--- src/design/haversine_central_angle_macros.svh ---
// assertion macros shared by the haversine central angle design
`ifndef HAVERSINE_CENTRAL_ANGLE_MACROS_SVH
`define HAVERSINE_CENTRAL_ANGLE_MACROS_SVH

// same-cycle implication, checked out of reset
`define HCA_ASSERT_IMP(label, ante, cons) \
	label: assert property (@(posedge clk) disable iff (!arst_n) (ante) |-> (cons)) \
		else $error("hca implication check failed");

// next-cycle implication, checked out of reset
`define HCA_ASSERT_NXT(label, ante, cons) \
	label: assert property (@(posedge clk) disable iff (!arst_n) (ante) |=> (cons)) \
		else $error("hca next-cycle check failed");

`endif

--- src/design/hca_pkg.sv ---
// types, constants and tables of the haversine central angle design
package hca_pkg;

	localparam int CORDIC_STEPS = 24;
	// front end, angle conversion, rotation cells, combine
	localparam int PRE_STAGES  = 1;
	localparam int CONV_STAGES = 4;
	localparam int COMB_STAGES = 4;
	localparam int LAT = PRE_STAGES + CONV_STAGES + CORDIC_STEPS + COMB_STAGES;
	localparam int NEG_DLY = CONV_STAGES + CORDIC_STEPS;

	localparam int LAT_W  = 28;
	localparam int LON_W  = 29;
	localparam int OUT_W  = 32;
	localparam int VEC_W  = 34;
	localparam int STEP_W = 5;

	localparam logic [29:0] HALF_TURN_Q21 = 30'd377487360;
	localparam logic [29:0] RIGHT_Q21     = 30'd188743680;
	localparam logic [29:0] HALF_TURN_Q20 = 30'd188743680;
	localparam logic [29:0] RIGHT_Q20     = 30'd94371840;

	localparam logic signed [VEC_W-1:0] GAIN_INV = 34'sd652032874;
	localparam logic [30:0] ONE_Q30 = 31'h4000_0000;

	// reciprocals of 45: a 29-bit value and a 17-bit value
	localparam logic [28:0] RECIP45_WIDE   = 29'd381774871;
	localparam int          RECIP45_WIDE_SH = 34;
	localparam logic [16:0] RECIP45_NARROW = 17'd93207;
	localparam int          RECIP45_NARROW_SH = 22;
	localparam logic [28:0] DIV_BY = 29'd45;
	localparam logic [15:0] ROUND_BIAS = 16'd22;

	localparam logic REG_QUERY_LAT = 1'b0;
	localparam logic REG_QUERY_LON = 1'b1;

	typedef struct packed {
		logic signed [VEC_W-1:0] x;
		logic signed [VEC_W-1:0] y;
		logic signed [VEC_W-1:0] z;
	} lane_t;

	function automatic logic [31:0] atan_bam(input logic [STEP_W-1:0] i);
		logic [31:0] t;
		t = 32'h0;
		case (i)
			5'd0:  t = 32'h20000000;
			5'd1:  t = 32'h12E4051E;
			5'd2:  t = 32'h09FB385B;
			5'd3:  t = 32'h051111D4;
			5'd4:  t = 32'h028B0D43;
			5'd5:  t = 32'h0145D7E1;
			5'd6:  t = 32'h00A2F61E;
			5'd7:  t = 32'h00517C55;
			5'd8:  t = 32'h0028BE53;
			5'd9:  t = 32'h00145F2F;
			5'd10: t = 32'h000A2F98;
			5'd11: t = 32'h000517CC;
			5'd12: t = 32'h00028BE6;
			5'd13: t = 32'h000145F3;
			5'd14: t = 32'h0000A2FA;
			5'd15: t = 32'h0000517D;
			5'd16: t = 32'h000028BE;
			5'd17: t = 32'h0000145F;
			5'd18: t = 32'h00000A30;
			5'd19: t = 32'h00000518;
			5'd20: t = 32'h0000028C;
			5'd21: t = 32'h00000146;
			5'd22: t = 32'h000000A3;
			5'd23: t = 32'h00000051;
			5'd24: t = 32'h00000029;
			5'd25: t = 32'h00000014;
			5'd26: t = 32'h0000000A;
			5'd27: t = 32'h00000005;
			5'd28: t = 32'h00000003;
			5'd29: t = 32'h00000001;
			5'd30: t = 32'h00000001;
			default: t = 32'h0;
		endcase
		return t;
	endfunction

endpackage

--- src/design/hca_cordic_cell.sv ---
// one rotation step of the cordic chain
module hca_cordic_cell (
	input  logic                          clk,
	input  logic                          en,
	input  logic [hca_pkg::STEP_W-1:0]    step,
	input  hca_pkg::lane_t                lane_in,
	output hca_pkg::lane_t                lane_out
);
	import hca_pkg::*;

	lane_t lane_q;
	lane_t nxt;
	logic signed [VEC_W-1:0] dx;
	logic signed [VEC_W-1:0] dy;
	logic signed [VEC_W-1:0] t;

	always_comb begin
		dx = lane_in.y >>> step;
		dy = lane_in.x >>> step;
		t  = VEC_W'(signed'({2'b00, atan_bam(step)}));
		if (!lane_in.z[VEC_W-1]) begin
			nxt.x = lane_in.x - dx;
			nxt.y = lane_in.y + dy;
			nxt.z = lane_in.z - t;
		end else begin
			nxt.x = lane_in.x + dx;
			nxt.y = lane_in.y - dy;
			nxt.z = lane_in.z + t;
		end
	end

	always_ff @(posedge clk) begin
		if (en) begin
			lane_q <= nxt;
		end
	end

	assign lane_out = lane_q;

endmodule

--- config.mk ---
export PLATFORM = sky130hd
export DESIGN_NAME = hca_cordic_cell
export DESIGN_NICKNAME = d
export VERILOG_FILES = /design/src/design/haversine_central_angle_macros.svh /design/src/design/hca_pkg.sv /design/src/design/hca_cordic_cell.sv
export SDC_FILE = /design/constraint.sdc
export NUM_CORES = 1
export LEC_CHECK = 0
export BUFFER_PORTS_ARGS = -buffer_cell sky130_fd_sc_hd__buf_4
export CAP_MARGIN = 30
export CORE_MARGIN = 1.5
export CORE_UTILIZATION = 45
export CTS_BUF_LIST = sky130_fd_sc_hd__clkbuf_8 sky130_fd_sc_hd__clkbuf_16
export DETAILED_ROUTE_END_ITERATION = 8
export SLEW_MARGIN = 10
export SYNTH_ARGS = -nofsm -noshare
export SYNTH_HDL_FRONTEND = slang
export SYNTH_SLANG_ARGS = --single-unit
--- constraint.sdc ---
create_clock -name clk -period 11.4 [get_ports clk]
set_input_delay 3.42 -clock clk [delete_from_list [all_inputs] [get_ports clk]]
set_output_delay 3.42 -clock clk [all_outputs]
set_load 0.02 [all_outputs]
==> qor.yml <==
global_route:
  grt_max_degree: 90
  grt_pass1_wl_um: 91620
  grt.total_usage: 0.3311
  antenna_found_initial: 0
  grt-ovfl-total: 0
  grt_pass1_vias: 14887
detailed_routing:
  drc: 0
  drt-vias-per-instance: 6.612
  drt_pass1_iterations: 5
  ant_nets: 0
  first_iter_violations: 1753
  met2_length_um: 26610
  wire_per_inst_um: 25.63
  num_vias: 15756
  drt-met1-wl_um: 25390
  highest_layer: "met4"
  wl_um: 61070
  dr_wl_met3_um: 5243
clock_tree:
  numCtsBuffers: 9
  cts_hold_buf: 0
  clockRootBuffer: "clkbuf_16"
  postCtsResizedCells: 0
  clock_path_buffers: 2
  path_clk_slew_ns: 0.08
  post_cts.repair.setup_buffers: 0
  clock_sinks: 102
  cts.htree.levels: 3
  cts_tree: "done"
die:
  fp.coreArea_um2: 34710
  die_area_um2: 36550
  start_util: 0.4591
  die_y_um: 191.2
  std_cell_rows: 68
  die_w_um: 191.2
  io_pins: 211
synthesis:
  synth_common_cells: "152 x a21oi_1, 144 x nor2_1, 131 x nand2_1"
  ys_top_cells_by_area: "edfxtp_1 19%, mux4_2 10%, ha_1 8.6%, xnor2_1 6.4%, a21oi_1 4.8%"
  synth_edf_count: 102
  yosysMostFrequentCell: "a21oi_1"
  synthCells: 1782
  synthArstFlopShare: 0
  synth-seq-cells: 102
  yosys_warnings: 0
  syn_nets: 2004
  syn_area_um2: 15940
  yosys_most_used_dff: "edfxtp_1"
  seq_area_frac_synth: 0.1922
  syn_avg_cell_area_um2: 8.943
  synth_top_area_frac: 0.1922
  yosysTopAreaCell: "edfxtp_1"
  yosys.cell_types.count: 97
pwr:
  swShare: 0.4397
  vdd_drop_max_uv: 81.64
  power_density_nw_per_um2: 128.1
  combPwrFrac: 0.607
  p_seq_frac: 0.256
  p_int_mw: 1.293
  p_clk_frac: 0.138
  p_leak_nw: 7.259
  power_switching_mw: 1.015
worst_setup_path:
  start_kind: "input pin"
  worst-path-buf-inv: 2
  cp_max_fo: 68
  cp_cell_sequence: "buf_4, inv_2, nand2_1, o21ai_1, a221oi_2, nor3b_1, nand3_1, nor2_2, a31oi_1, xnor2_1, ha_1, a21oi_1, o21a_1, nor2_1, a211o_1, o31ai_1, nor3_1, o31ai_1, a21oi_1, xnor2_1"
  path_delay_family: "compound AO/OA/AOI/OAI gates"
  cpPeakStageDelay_ns: 0.69
  cp.required_ns: 11.54
  crit_arrival_ns: 10.12
  cp-end-kind: "flip-flop"
  crit_path_top_delay_cell: "buf_4"
  worstSetupPathType: "in2reg"
status:
  outcome: "complete, no violations"
sta:
  fmax_ghz: 0.1003
  slew_viol_final: 0
  relSlewSlack: 0.2499
  min_period_over_period: 0.8749
  holdWs_ns: 3.330
  worst_pin_slew_ns: 1.118
  fin_setup_tns_ns: 0
  setup_viol: 0
  min_period_ns: 9.974
  rsz0062_at_grt: "false"
  finalHoldViolations: 0
placement:
  place_congestion: 0.9980
  hpwl_um: 46550
  dpl.cell_count: 2366
  port_buffers: 210
layout:
  largest_reg_flops: 102
  fin_cells: 2383
  drive_gt1_frac: 0.2085
  fin_nets: 2145
  synthToLayoutAreaGrowth_pct: 13.08
  num_antenna_cells: 0
  fin_util: 0.5191
min_path:
  worst_hold_path_type: "in2reg"
run:
  cap_viol_max_count: 0
## metrics by stage
step	setup slack (ns)	total power [mW]	instance area [um2]
floorplan	2.251	1.531	15940
global placement	1.163	1.965	17700
detailed placement	1.073	1.972	17710
CTS	1.497	2.300	17990
global route	1.099	2.445	18020
finish	1.426	2.308	18020
## final cells by class
| cell class | instances | area [um2] |
|---|---|---|
| Clock buffer | 9 | 225.2 |
| Timing Repair Buffer | 237 | 1813 |
| Clock inverter | 7 | 58.81 |
| Sequential cell | 102 | 3063 |
| Multi-Input combinational cell | 1534 | 12150 |
| Tap cell | 455 | 569.3 |
| Fill cell | 3336 | 16690 |
| Inverter | 39 | 146.4 |
## worst paths after layout
path | start | endpoint | slack, ns | depth (start not counted)
setup / recovery | step[2] | lane_out[101] | 1.43 | 20
hold / removal | lane_in[0] | lane_out[0] | 3.33 | 2
## cell usage in the layout (no fill, tap or decap), drive strengths merged, types with 9 or more instances in the layout
| cell | count |
|---|---|
| a221oi | 15 |
| nand2b | 34 |
| o21ai | 103 |
| o22ai | 20 |
| and2 | 27 |
| nor3b | 10 |
| a21oi | 152 |
| xnor2 | 117 |
| a22oi | 12 |
| mux2 | 34 |
| ha | 110 |
| o31ai | 9 |
| nor2 | 145 |
| or2 | 11 |
| buf | 237 |
| a21boi | 9 |
| mux2i | 67 |
| nand2 | 131 |
| inv | 41 |
| and3 | 19 |
| o221ai | 9 |
| o211ai | 13 |
| edfxtp | 102 |
| nand4 | 9 |
| xor2 | 59 |
| a211oi | 25 |
| clkbuf | 9 |
| o21a | 19 |
| a31oi | 38 |
| mux4 | 83 |
| nand3 | 35 |
| a21o | 36 |
| nor2b | 27 |
| nor3 | 26 |
| o21bai | 13 |
## cell families (layout without fill, tap and decap cells)
group	Yosys count	count (layout)	synth area share
flip-flops	102	102	0.1922
buffers and inverters	146	292	0.04601
XOR/XNOR	176	176	0.09673
multiplexers	184	184	0.1865
AND/OR/NAND/NOR	504	504	0.1566
AO/OA/AOI/OAI	557	557	0.2318
adder cells (fa/ha/maj)	113	113	0.09013
## power groups by stage
stage | sequential [mW] | clock (mW) | combinational (mW)
floorplan | 0.733 | 0 | 0.798
global placement | 0.598 | 0 | 1.37
detailed placement | 0.599 | 0 | 1.37
CTS | 0.592 | 0.327 | 1.38
global route | 0.601 | 0.336 | 1.51
finish | 0.590 | 0.317 | 1.40
## metal layers
layer / track usage / up-vias
met4: 0.1986 / 0
li1: - / 7144
met3: 0.04663 / 189
met5: 0 / -
met1: 0.4418 / 7573
met2: 0.5081 / 850
(Power assumes the default switching activity.)
